File: config.mk
export PLATFORM = sky130hd
export DESIGN_NAME = noise_gate_hold_range
export DESIGN_NICKNAME = d
export VERILOG_FILES = /design/src/hw/rtl/ngh_pkg.sv /design/src/hw/rtl/ngh_mul.sv /design/src/hw/rtl/noise_gate_hold_range.sv
export SDC_FILE = /design/constraint.sdc
export NUM_CORES = 2
export LEC_CHECK = 0
export BUFFER_PORTS_ARGS = -buffer_cell sky130_fd_sc_hd__buf_2
export CAP_MARGIN = 0
export CORE_ASPECT_RATIO = 0.6
export CORE_UTILIZATION = 70
export DETAILED_ROUTE_END_ITERATION = 8
export GPL_TIMING_DRIVEN = 0
export MAX_ROUTING_LAYER = met4
export PLACE_DENSITY = 0.86
export SYNTH_ARGS = -nofsm -noshare
export SYNTH_HDL_FRONTEND = slang
export SYNTH_SLANG_ARGS = --single-unit
File: constraint.sdc
create_clock -name aclk -period 20.1 [get_ports aclk]
set_input_delay 2.01 -clock aclk [delete_from_list [all_inputs] [get_ports aclk]]
set_output_delay 2.01 -clock aclk [all_outputs]
set_load 0.03 [all_outputs]
File: src/hw/rtl/ngh_pkg.sv
// Shared types, constants and the control store of the noise gate sequencer.
package ngh_pkg;

    localparam int SAMPLE_BITS_DEF = 24;
    localparam int COEFF_BITS_DEF  = 24;
    localparam int HOLD_BITS_DEF   = 16;

    localparam longint unsigned ATTACK_RESET    = 64'd16383264;
    localparam longint unsigned RELEASE_RESET   = 64'd16774412;
    localparam longint unsigned THRESHOLD_RESET = 64'd83886;
    localparam longint unsigned RANGE_RESET     = 64'd0;
    localparam longint unsigned HOLD_RESET      = 64'd441;

    localparam int CFG_IDX_W = 3;
    localparam int STEP_W    = 3;

    typedef enum logic [CFG_IDX_W-1:0] {
        REG_ATTACK    = 3'd0,
        REG_RELEASE   = 3'd1,
        REG_THRESHOLD = 3'd2,
        REG_RANGE     = 3'd3,
        REG_HOLD      = 3'd4
    } ngh_reg_t;

    typedef enum logic [1:0] {
        COND_ALWAYS = 2'd0,
        COND_IN     = 2'd1,
        COND_OUT    = 2'd2
    } ngh_cond_t;

    typedef enum logic [1:0] {
        MUL_NONE = 2'd0,
        MUL_ENV  = 2'd1,
        MUL_GAIN = 2'd2,
        MUL_OUT  = 2'd3
    } ngh_mul_op_t;

    typedef enum logic [2:0] {
        WR_NONE   = 3'd0,
        WR_IN     = 3'd1,
        WR_ENV    = 3'd2,
        WR_DECIDE = 3'd3,
        WR_GAIN   = 3'd4,
        WR_OUT    = 3'd5
    } ngh_wr_op_t;

    typedef struct packed {
        ngh_cond_t          cond;
        logic               jump;
        logic [STEP_W-1:0]  target;
        ngh_mul_op_t        mul_op;
        ngh_wr_op_t         wr_op;
    } ngh_uword_t;

    localparam logic [STEP_W-1:0] STEP_IDLE     = 3'd0;
    localparam logic [STEP_W-1:0] STEP_ENV_MUL  = 3'd1;
    localparam logic [STEP_W-1:0] STEP_ENV_WR   = 3'd2;
    localparam logic [STEP_W-1:0] STEP_GAIN_MUL = 3'd3;
    localparam logic [STEP_W-1:0] STEP_GAIN_WR  = 3'd4;
    localparam logic [STEP_W-1:0] STEP_OUT_MUL  = 3'd5;
    localparam logic [STEP_W-1:0] STEP_OUT_WR   = 3'd6;

    function automatic int ngh_max(input int a, input int b);
        return (a > b) ? a : b;
    endfunction

    // Control store: one word per step.
    function automatic ngh_uword_t ngh_ucode(input logic [STEP_W-1:0] step);
        ngh_uword_t w;
        w = '{cond: COND_ALWAYS, jump: 1'b0, target: STEP_IDLE,
              mul_op: MUL_NONE, wr_op: WR_NONE};
        case (step)
            STEP_IDLE: begin
                w.cond  = COND_IN;
                w.wr_op = WR_IN;
            end
            STEP_ENV_MUL:  w.mul_op = MUL_ENV;
            STEP_ENV_WR:   w.wr_op  = WR_ENV;
            STEP_GAIN_MUL: begin
                w.mul_op = MUL_GAIN;
                w.wr_op  = WR_DECIDE;
            end
            STEP_GAIN_WR:  w.wr_op  = WR_GAIN;
            STEP_OUT_MUL:  w.mul_op = MUL_OUT;
            STEP_OUT_WR: begin
                w.cond   = COND_OUT;
                w.wr_op  = WR_OUT;
                w.jump   = 1'b1;
                w.target = STEP_IDLE;
            end
            default: begin
                w.jump   = 1'b1;
                w.target = STEP_IDLE;
            end
        endcase
        return w;
    endfunction

endpackage

File: src/hw/rtl/ngh_mul.sv
// Shared multiplier: unsigned by signed, product registered when enabled.
module ngh_mul import ngh_pkg::*; #(
    parameter int A_W = COEFF_BITS_DEF + 1,
    parameter int B_W = COEFF_BITS_DEF + 2
) (
    input  logic                     aclk,
    input  logic                     en,
    input  logic [A_W-1:0]           a,
    input  logic signed [B_W-1:0]    b,
    output logic signed [A_W+B_W:0]  p_reg
);

    logic signed [A_W:0] a_s;

    assign a_s = $signed({1'b0, a});

    always_ff @(posedge aclk) begin
        if (en) begin
            p_reg <= a_s * b;
        end
    end

endmodule

File: src/hw/rtl/noise_gate_hold_range.sv
// Noise gate with peak envelope, hold counter and range floor, microcoded datapath.
//
//   channel   ports                                   direction
//   s_        s_valid s_ready s_sample_in s_start_block  in
//   m_        m_valid m_ready m_sample_out m_gate_open   out
//   cfg_      cfg_we cfg_index cfg_wdata               in (write only)
//
// Each sample runs through a seven-step program that drives one shared multiplier,
// and each of its three products (envelope, gain, output) needs a multiply step
// and a write-back step. s_ready is high only on the idle step.
// The result sits in an output register; the next sample is taken while it waits,
// and the program stalls on its last step only if the previous result is still held.
// Reset is synchronous: state clears, registers take their default settings.
module noise_gate_hold_range import ngh_pkg::*; #(
    parameter int SAMPLE_BITS = SAMPLE_BITS_DEF,
    parameter int COEFF_BITS  = COEFF_BITS_DEF,
    parameter int HOLD_BITS   = HOLD_BITS_DEF
) (
    input  logic                          aclk,
    input  logic                          aresetn,
    input  logic                          s_valid,
    output logic                          s_ready,
    input  logic signed [SAMPLE_BITS-1:0] s_sample_in,
    input  logic                          s_start_block,
    output logic                          m_valid,
    input  logic                          m_ready,
    output logic signed [SAMPLE_BITS-1:0] m_sample_out,
    output logic                          m_gate_open,
    input  logic                          cfg_we,
    input  logic [CFG_IDX_W-1:0]          cfg_index,
    input  logic [ngh_max(ngh_max(SAMPLE_BITS, COEFF_BITS + 1), HOLD_BITS)-1:0] cfg_wdata
);

    localparam int G_W = COEFF_BITS + 1;
    localparam int T_W = ngh_max(SAMPLE_BITS, G_W);
    localparam int D_W = ngh_max(SAMPLE_BITS + 1, COEFF_BITS + 2);
    localparam int P_W = G_W + D_W + 1;

    localparam logic [COEFF_BITS-1:0]  ATTACK_INIT    = COEFF_BITS'(ATTACK_RESET);
    localparam logic [COEFF_BITS-1:0]  RELEASE_INIT   = COEFF_BITS'(RELEASE_RESET);
    localparam logic [SAMPLE_BITS-1:0] THRESHOLD_INIT = SAMPLE_BITS'(THRESHOLD_RESET);
    localparam logic [G_W-1:0]         RANGE_INIT     = G_W'(RANGE_RESET);
    localparam logic [HOLD_BITS-1:0]   HOLD_INIT      = HOLD_BITS'(HOLD_RESET);
    localparam logic [G_W-1:0]         UNITY          = {1'b1, {COEFF_BITS{1'b0}}};
    localparam logic [SAMPLE_BITS-1:0] FULL_SCALE     = {1'b1, {(SAMPLE_BITS-1){1'b0}}};

    // configuration
    logic [COEFF_BITS-1:0]  attack_reg, release_reg;
    logic [SAMPLE_BITS-1:0] threshold_reg;
    logic [G_W-1:0]         range_reg;
    logic [HOLD_BITS-1:0]   hold_len_reg;

    // sequencer and state
    logic [STEP_W-1:0]      step_reg, step_next;
    logic [SAMPLE_BITS-1:0] env_reg, env_next;
    logic [G_W-1:0]         gain_reg, gain_next;
    logic [HOLD_BITS-1:0]   hold_reg, hold_next;
    logic                   open_reg, open_next;
    logic [SAMPLE_BITS-1:0] mag_reg, mag_next;
    logic                   neg_reg, neg_next;
    logic [T_W-1:0]         tgt_reg, tgt_next;
    logic                   m_valid_reg, m_valid_next;
    logic [SAMPLE_BITS-1:0] m_sample_out_reg, m_sample_out_next;
    logic                   m_gate_open_reg, m_gate_open_next;

    ngh_uword_t             uw;
    logic                   go;
    logic                   mul_en;
    logic [G_W-1:0]         mul_a;
    logic signed [D_W-1:0]  mul_b;
    logic signed [P_W-1:0]  p_reg;
    logic signed [P_W-1:0]  p_shift;
    logic signed [P_W-1:0]  sum;
    logic signed [SAMPLE_BITS:0] env_diff;
    logic [G_W-1:0]         range_eff;
    logic                   open_hit;
    logic                   hold_nz;
    logic [G_W-1:0]         gain_tgt;
    logic [SAMPLE_BITS-1:0] prod;

    ngh_mul #(
        .A_W (G_W),
        .B_W (D_W)
    ) u_mul (
        .aclk  (aclk),
        .en    (mul_en),
        .a     (mul_a),
        .b     (mul_b),
        .p_reg (p_reg)
    );

    assign uw        = ngh_ucode(step_reg);
    assign range_eff = (range_reg > UNITY) ? UNITY : range_reg;
    assign open_hit  = (env_reg >= threshold_reg);
    assign hold_nz   = (hold_reg != '0);
    assign gain_tgt  = (open_hit || hold_nz) ? UNITY : range_eff;
    assign env_diff  = $signed({1'b0, env_reg}) - $signed({1'b0, mag_reg});
    // smoothing is target + floor(coeff * (state - target) / unity)
    assign p_shift   = p_reg >>> COEFF_BITS;
    assign sum       = p_shift + P_W'($signed({1'b0, tgt_reg}));
    assign prod      = p_shift[SAMPLE_BITS-1:0];

    assign s_ready      = (step_reg == STEP_IDLE);
    assign m_valid      = m_valid_reg;
    assign m_sample_out = m_sample_out_reg;
    assign m_gate_open  = m_gate_open_reg;

    always_comb begin
        step_next         = step_reg;
        env_next          = env_reg;
        gain_next         = gain_reg;
        hold_next         = hold_reg;
        open_next         = open_reg;
        mag_next          = mag_reg;
        neg_next          = neg_reg;
        tgt_next          = tgt_reg;
        m_valid_next      = m_valid_reg && !m_ready;
        m_sample_out_next = m_sample_out_reg;
        m_gate_open_next  = m_gate_open_reg;
        mul_en            = 1'b0;
        mul_a             = '0;
        mul_b             = '0;

        case (uw.cond)
            COND_ALWAYS: go = 1'b1;
            COND_IN:     go = s_valid;
            COND_OUT:    go = !(m_valid_reg && !m_ready);
            default:     go = 1'b1;
        endcase

        if (go) begin
            step_next = uw.jump ? uw.target : step_reg + 1'b1;
        end

        case (uw.mul_op)
            MUL_ENV: begin
                mul_en   = 1'b1;
                mul_a    = {1'b0, (mag_reg > env_reg) ? attack_reg : release_reg};
                mul_b    = D_W'(env_diff);
                tgt_next = T_W'(mag_reg);
            end
            MUL_GAIN: begin
                mul_en   = 1'b1;
                mul_a    = {1'b0, (open_hit || hold_nz) ? attack_reg : release_reg};
                tgt_next = T_W'(gain_tgt);
            end
            MUL_OUT: begin
                mul_en = 1'b1;
                mul_a  = gain_reg;
                mul_b  = D_W'($signed({1'b0, mag_reg}));
            end
            default: mul_en = 1'b0;
        endcase

        // the gain difference needs the target chosen on this same step
        if (uw.mul_op == MUL_GAIN) begin
            mul_b = D_W'($signed({1'b0, gain_reg}) - $signed({1'b0, gain_tgt}));
        end

        case (uw.wr_op)
            WR_IN: begin
                if (go) begin
                    neg_next = s_sample_in[SAMPLE_BITS-1];
                    mag_next = s_sample_in[SAMPLE_BITS-1] ?
                               (~s_sample_in + 1'b1) : s_sample_in;
                    if (s_start_block) begin
                        env_next  = '0;
                        gain_next = '0;
                        hold_next = '0;
                        open_next = 1'b0;
                    end
                end
            end
            WR_ENV: env_next = sum[SAMPLE_BITS-1:0];
            WR_DECIDE: begin
                if (open_hit) begin
                    open_next = 1'b1;
                    hold_next = hold_len_reg;
                end else if (hold_nz) begin
                    hold_next = hold_reg - 1'b1;
                end else begin
                    open_next = 1'b0;
                end
            end
            WR_GAIN: begin
                if (sum < P_W'($signed({1'b0, range_eff}))) begin
                    gain_next = range_eff;
                end else if (sum > P_W'($signed({1'b0, UNITY}))) begin
                    gain_next = UNITY;
                end else begin
                    gain_next = sum[G_W-1:0];
                end
            end
            WR_OUT: begin
                if (go) begin
                    m_valid_next      = 1'b1;
                    m_sample_out_next = neg_reg ? (~prod + 1'b1) : prod;
                    m_gate_open_next  = open_reg;
                end
            end
            default: ;
        endcase
    end

    always_ff @(posedge aclk) begin
        if (!aresetn) begin
            step_reg      <= STEP_IDLE;
            env_reg       <= '0;
            gain_reg      <= '0;
            hold_reg      <= '0;
            open_reg      <= 1'b0;
            m_valid_reg   <= 1'b0;
            attack_reg    <= ATTACK_INIT;
            release_reg   <= RELEASE_INIT;
            threshold_reg <= THRESHOLD_INIT;
            range_reg     <= RANGE_INIT;
            hold_len_reg  <= HOLD_INIT;
        end else begin
            step_reg    <= step_next;
            env_reg     <= env_next;
            gain_reg    <= gain_next;
            hold_reg    <= hold_next;
            open_reg    <= open_next;
            m_valid_reg <= m_valid_next;
            if (cfg_we) begin
                case (cfg_index)
                    REG_ATTACK:    attack_reg    <= cfg_wdata[COEFF_BITS-1:0];
                    REG_RELEASE:   release_reg   <= cfg_wdata[COEFF_BITS-1:0];
                    REG_THRESHOLD: threshold_reg <= cfg_wdata[SAMPLE_BITS-1:0];
                    REG_RANGE:     range_reg     <= cfg_wdata[G_W-1:0];
                    REG_HOLD:      hold_len_reg  <= cfg_wdata[HOLD_BITS-1:0];
                    default: ;
                endcase
            end
        end
        mag_reg          <= mag_next;
        neg_reg          <= neg_next;
        tgt_reg          <= tgt_next;
        m_sample_out_reg <= m_sample_out_next;
        m_gate_open_reg  <= m_gate_open_next;
    end

`ifndef SYNTH
    a_accept_starts_program: assert property (@(posedge aclk) disable iff (!aresetn)
        (s_valid && s_ready) |=> (step_reg == STEP_ENV_MUL))
        else $error("accepted beat did not start the program");

    a_gain_bounded: assert property (@(posedge aclk) disable iff (!aresetn)
        gain_reg <= UNITY)
        else $error("gain above unity");

    a_env_bounded: assert property (@(posedge aclk) disable iff (!aresetn)
        env_reg <= FULL_SCALE)
        else $error("envelope above full scale");
`endif

endmodule

# Word-level counts from Yosys, hierarchy flattened
# Index checks and enable logic that the tools add are counted.
# op_classes
addsub	7
mul	1
n_lt_le_gt_ge	5
n_eq_ne	24
muxes	37
n_bitwise	2
n_reduce_logical	24
# op_table
op	n
$mux 25	6
$mux 24	5
$pmux 25 s2	2
$pmux 25 s3	1
$mux 16	4
$mul 26x26->52	1
$pmux 26 s2	1
$add 24x1->24 const B	2
$not 24->24	2
$pmux 24 s2	1
$pmux 16 s2	1
$add 28x26->29	1
$gt 29x26->1 const B	1
$lt 29x26->1	1
$mux 26	1
$sub 25x25->26	1
$gt 25x25->1 const B	1
$sub 24x24->25	1
$ge 24x24->1	1
$gt 24x24->1	1
$mux 23	1
$eq 3x2->1 const B	6
$eq 3x3->1 const B	6
$reduce_bool 16->1	1
24 further kinds	51
# totals
regBits	310
in_bits	58
out_inout_bits	27
elab_cells	118

# Logic depth before layout (Yosys ltp)
# logic_depth
ltp_word	6
depth_mapped	51
depth_no_buf	50

# Cells and area by module
# A second synthesis with hierarchy kept.
# hier_totals
cells_unflattened	4687
hier_area_um2	40935.5
# by_module_without_submodules
module	n_inst	cells_per_inst	area_each_um2	seq_area_each_um2
ngh_mul	1	2589	23610.1	1561.5
noise_gate_hold_range	1	2098	17325.4	5915.7

# Worst setup path after synthesis
# OpenSTA, ideal clock, no wires.
# synth_path
path_type	reg2reg
start	register threshold_reg[22]
end	register u_mul.p_reg[50] (data pin)
setup_time_ns	0.258
t_arrival_ns	10.657
required_time_ns	19.842
setup_slack_ns	9.186
stages_incl_launch_ff	48
n_path_buf	2
period_less_slack_ns	10.914
path_cell_list	dfxtp_1 -> inv_1 -> ha_1 -> a21oi_1 -> nand2_1 -> a221oi_1 -> nand2_1 -> nor3_1 -> clkbuf_1 -> nand3_1 -> fa_1 -> a21oi_1 -> o21bai_1 -> a21oi_1 -> o21bai_1 -> a21oi_1 -> o21ai_1 -> a2111oi_1 -> (+12 left out) -> inv_1 -> fa_1 -> fa_1 -> inv_1 -> fa_1 -> ha_1 -> ha_1 -> a21oi_1 -> nor2b_1 -> o21ai_0 -> nand2b_1 -> a221o_1 -> a221o_1 -> a31oi_2 -> o21ai_1 -> or2_1 -> a21oi_1 -> xnor2_1
# synth_via
elab_chain_cells	6
elab_cells_between_ends	8
classes_between	1 x add/sub; 1 x mul; 1 x order compare; 4 x mux; 1 x reduce/logical
# synth_lines
item	line_no	text
from (decl)	noise_gate_hold_range.sv:49	logic [SAMPLE_BITS-1:0] threshold_reg;
from (signal assigned)	noise_gate_hold_range.sv:229	REG_THRESHOLD: threshold_reg <= cfg_wdata[SAMPLE_BITS-1:0];
$ge 24x24->1 (*)	noise_gate_hold_range.sv:94	assign open_hit = (env_reg >= threshold_reg);
$logic_or 1x1->1 (*)	noise_gate_hold_range.sv:96, noise_gate_hold_range.sv:144	
$mux 25	noise_gate_hold_range.sv:96	assign gain_tgt = (open_hit || hold_nz) ? UNITY : range_eff;
$sub 25x25->26	noise_gate_hold_range.sv:157	mul_b = D_W'($signed({1'b0, gain_reg}) - $signed({1'b0, gain_tgt}));
$mux 26	noise_gate_hold_range.sv:156	if (uw.mul_op == MUL_GAIN) begin
$mul 26x26->52 (*)	ngh_mul.sv:19	p_reg <= a_s * b;
to (signal assigned)	ngh_mul.sv:19	
to (decl)	ngh_mul.sv:10	output logic signed [A_W+B_W:0] p_reg
# Mark *: on every way between the ends. The rest lies on a longest branch, timed or not.
# A chain may end at the register's enable or synchronous reset.

# Final worst setup path
# layout_path
start	register env_reg[15]
end	register u_mul.p_reg[37] (data pin)
# layout_via
elab_chain_cells	6
elab_cells_between_ends	12
classes_between	2 x add/sub; 1 x mul; 2 x order compare; 6 x mux; 1 x reduce/logical
# layout_lines
item	line_no	text
from (decl)	noise_gate_hold_range.sv:55	logic [SAMPLE_BITS-1:0] env_reg, env_next;
from (signal assigned)	noise_gate_hold_range.sv:220	env_reg <= env_next;
$ge 24x24->1	noise_gate_hold_range.sv:94	
$logic_or 1x1->1	noise_gate_hold_range.sv:96, noise_gate_hold_range.sv:144	
$mux 25	noise_gate_hold_range.sv:96	
$sub 25x25->26	noise_gate_hold_range.sv:157	
$mux 26	noise_gate_hold_range.sv:156	
$mul 26x26->52 (*)	ngh_mul.sv:19	
# Marks and branches as above.

==> metrics <==
delay-heaviest family, CP=adder cells; H-tree depth=1; Die H=between 150 and 200 µm; Multi-input gate area=about 29000 µm²; Hold Vio Cnt, Final=0; Comb power frac=0.644; fillers=3789; status=finished, violations left; #FFs+latches synth=between 200 and 300; DIE WIDTH=~310 µm; setup bufs post-CTS=0; Pwr Density=92.2 nW/µm²; period utilisation layout=0.807; Leakage=just under 20 nW; Routed wire per std cell=a little under 30 µm; NetSw=between 2 and 2.5 mW; syn nets=between 5000 and 6000; fin crit period=about 16 ns; CP max stage delay=1.00 ns; Sw Ratio=0.539; hold slack=between 0.4 and 0.5 ns; gr usage total=0.574; Power Total=~3.9 mW; Die ar.=approximately 57000 µm²; critical path arrival=about 17 ns; post-CTS resize count=0; Clock power frac=0.139; RSZ-0062 raised after global routing=no; Sequential Power Share=0.217; clk sinks=approximately 290; Initial Util=0.718; FP Rows=66; Required @ worst endpoint=a little over 20 ns; Post-Syn Instances=between 4000 and 5000; count of cell types in the netlist=between 80 and 90; maximum vdd ir drop=between 0.08 and 0.09 mV; worst hold path class=reg2reg; Max stage delay cell, worst path=clkbuf_1; top_reg_cell synth=dfxtp_1; root buf cell=clkbuf_16; Tightest Pin Transition=roughly 1.8 ns; final setup TNS=0 ns; Startpoint Class=register; WP buf/inv=8; Skew-Pair Late Insertion Delay=slightly below 0.6 ns; failing checks=DRC, capacitance limit, slew limit; Slew HR=-0.203; I/O Buffers=84; first-pass GRT wire length=228000 µm; max-slew violations=about 100; fraction of registers with async set or reset after synthesis=0; Final ANT Viol Nets=0; nets=around 5600; CTS tree=yes; core area=54800 µm²; First-pass DRT Iterations=9; share of cells above drive strength 1=0.0514; DR vias/cell=around 6.8; Mapped Area=39400 µm²; detailed placer's ending HPWL=between 100000 and 150000 µm; Post-Syn Area per Cell=8.65 µm²; Layout area overhead=6.16%; # IOs=85; clk slew on worst S/H paths=0.07 ns; Seq/Total Area, Yosys=0.172; fmax=roughly 62 MHz; Hold-fix buffers, CTS=0; CP Class=reg2reg; drt drc=86; initial antenna violation count=13; most frequent CP cell=fa_1; Max FO, Critical Path=11; MaxCap Viol Count=13; GPL Wtd Cong=between 1 and 1.5; Int Power=between 1.5 and 2 mW; Largest register FFs=28; Setup Skew=approximately 0.019 ns; Routed Wire Length=about 160000 µm; largest net degree at the start of global routing=29; # setup viols final=0; critical path endpoint category=register; vias in the first global route=35000; grt ovf=0; drt initial violations=6716; CTS Buffer Depth=3; routed vias=37100; Inserted Clock Buffers=25; YS warnings=0; register area=~6800 µm²; number of synthesized flops with an enable pin=slightly above 100
[metal layers]
metal  track usage  vias to the layer above  part of all wire
li1              -                    14900                 -
met1         0.752                    17700              0.38
met5             -                        -                 0
met4         0.189                        0             0.049
met3         0.428                      743              0.24
met2         0.654                     3776              0.33
[kinds of logic (layout without fill, tap and decap cells)]
| kind of cell | Yosys count | in the layout | share of synthesized area |
|---|---|---|---|
| AO/OA/AOI/OAI | 682 | 682 | 0.118 |
| flip-flops | 286 | 286 | 0.172 |
| XOR/XNOR | 140 | 140 | 0.0311 |
| buffers and inverters | 958 | 1095 | 0.0917 |
| AND/OR/NAND/NOR | 1510 | 1510 | 0.174 |
| adder cells (fa/ha/maj) | 905 | 905 | 0.393 |
| multiplexers | 72 | 72 | 0.0198 |
| other | 0 | 27 | 0 |
[placed cells by master (no fill, tap or decap), types with 16 or more instances in the layout]
master / count
a21oi_1: 137
diode_2: 27
nand2b_1: 20
clkbuf_16: 25
inv_1: 742
xor2_1: 45
a22oi_1: 30
fa_1: 552
dfxtp_1: 183
nor4_1: 21
nor3_1: 30
o21ai_0: 87
o31ai_1: 20
o21ai_1: 20
o21bai_1: 17
a21boi_0: 87
nand2_1: 887
clkbuf_1: 198
edfxtp_1: 103
and3_1: 19
ha_1: 353
xnor2_1: 95
nand4_1: 26
mux2i_1: 25
nor2b_1: 85
o21a_1: 20
and2_1: 134
mux2_2: 47
buf_2: 91
a21o_1: 104
or2_2: 16
nor2_1: 95
a31oi_1: 30
nand3_1: 128
[worst paths after layout]
path / cells after the start / to / start / slack, ns
worst min register to register: 0 / m_gate_open / open_reg / 0.45
worst max register to register: 45 / u_mul.p_reg[37] / env_reg[15] / 3.89
worst max-delay path: 45 / u_mul.p_reg[37] / env_reg[15] / 3.89
worst min-delay path: 0 / m_gate_open / open_reg / 0.45
[power groups by stage]
| stage | sequential (mW) | clock, mW | combinational (mW) |
|---|---|---|---|
| floorplan | 0.784 | 0 | 1.46 |
| global placement | 0.833 | 0 | 2.21 |
| detailed placement | 0.835 | 0 | 2.26 |
| CTS | 0.823 | 0.526 | 2.28 |
| global route | 0.836 | 0.550 | 2.54 |
| finish | 0.837 | 0.535 | 2.48 |
[synthesized netlist by cell type (95+ instances only)]
cell	n	area share
a21o_1	104	0.020
a21oi_1	137	0.017
and2_1	134	0.021
clkbuf_1	195	0.019
dfxtp_1	183	0.093
edfxtp_1	103	0.079
fa_1	552	0.28
ha_1	353	0.11
inv_1	742	0.071
nand2_1	887	0.085
nand3_1	128	0.016
nor2_1	95	0.0091
xnor2_1	95	0.021
[worst register-to-register path: cells and delay by family, from the launching register on]
kind | cells | cell delay [ns]
adders and majority gates | 10 | 5.24
AOI/OAI and AO/OA | 15 | 4.65
and+or+nand+nor | 10 | 2.72
buffers and inverters | 8 | 2.16
DFF | 1 | 0.83
xor gates and xnor gates | 2 | 0.40
[per-stage QoR]
| stage | cell area (µm²) | util | instances | setup WS, ns |
|---|---|---|---|---|
| 2_1_floorplan | 39400 | - | 4553 | 9.19 |
| 3_3_place_gp | 40700 | 0.743 | 5385 | 5.58 |
| 3_5_place_dp | 40800 | 0.744 | 5389 | 5.14 |
| 4_1_cts | 41700 | 0.760 | 5435 | 5.05 |
| 5_1_grt | 41800 | 0.762 | 5458 | 4.00 |
| 6_report | 41800 | 0.762 | 5465 | 3.89 |
[final cells by class]
class | instances | area share
multi-input cells | 3309 | 0.696
flip-flops and latches | 286 | 0.162
inverters | 742 | 0.0666
well taps | 748 | 0.0224
plain buffers | 216 | 0.0198
clock buffers | 31 | 0.0160
repair buffers | 91 | 0.0117
clock inverters | 15 | 0.00455
diodes | 27 | 0.00162
Power figures use the tool's default switching activity.
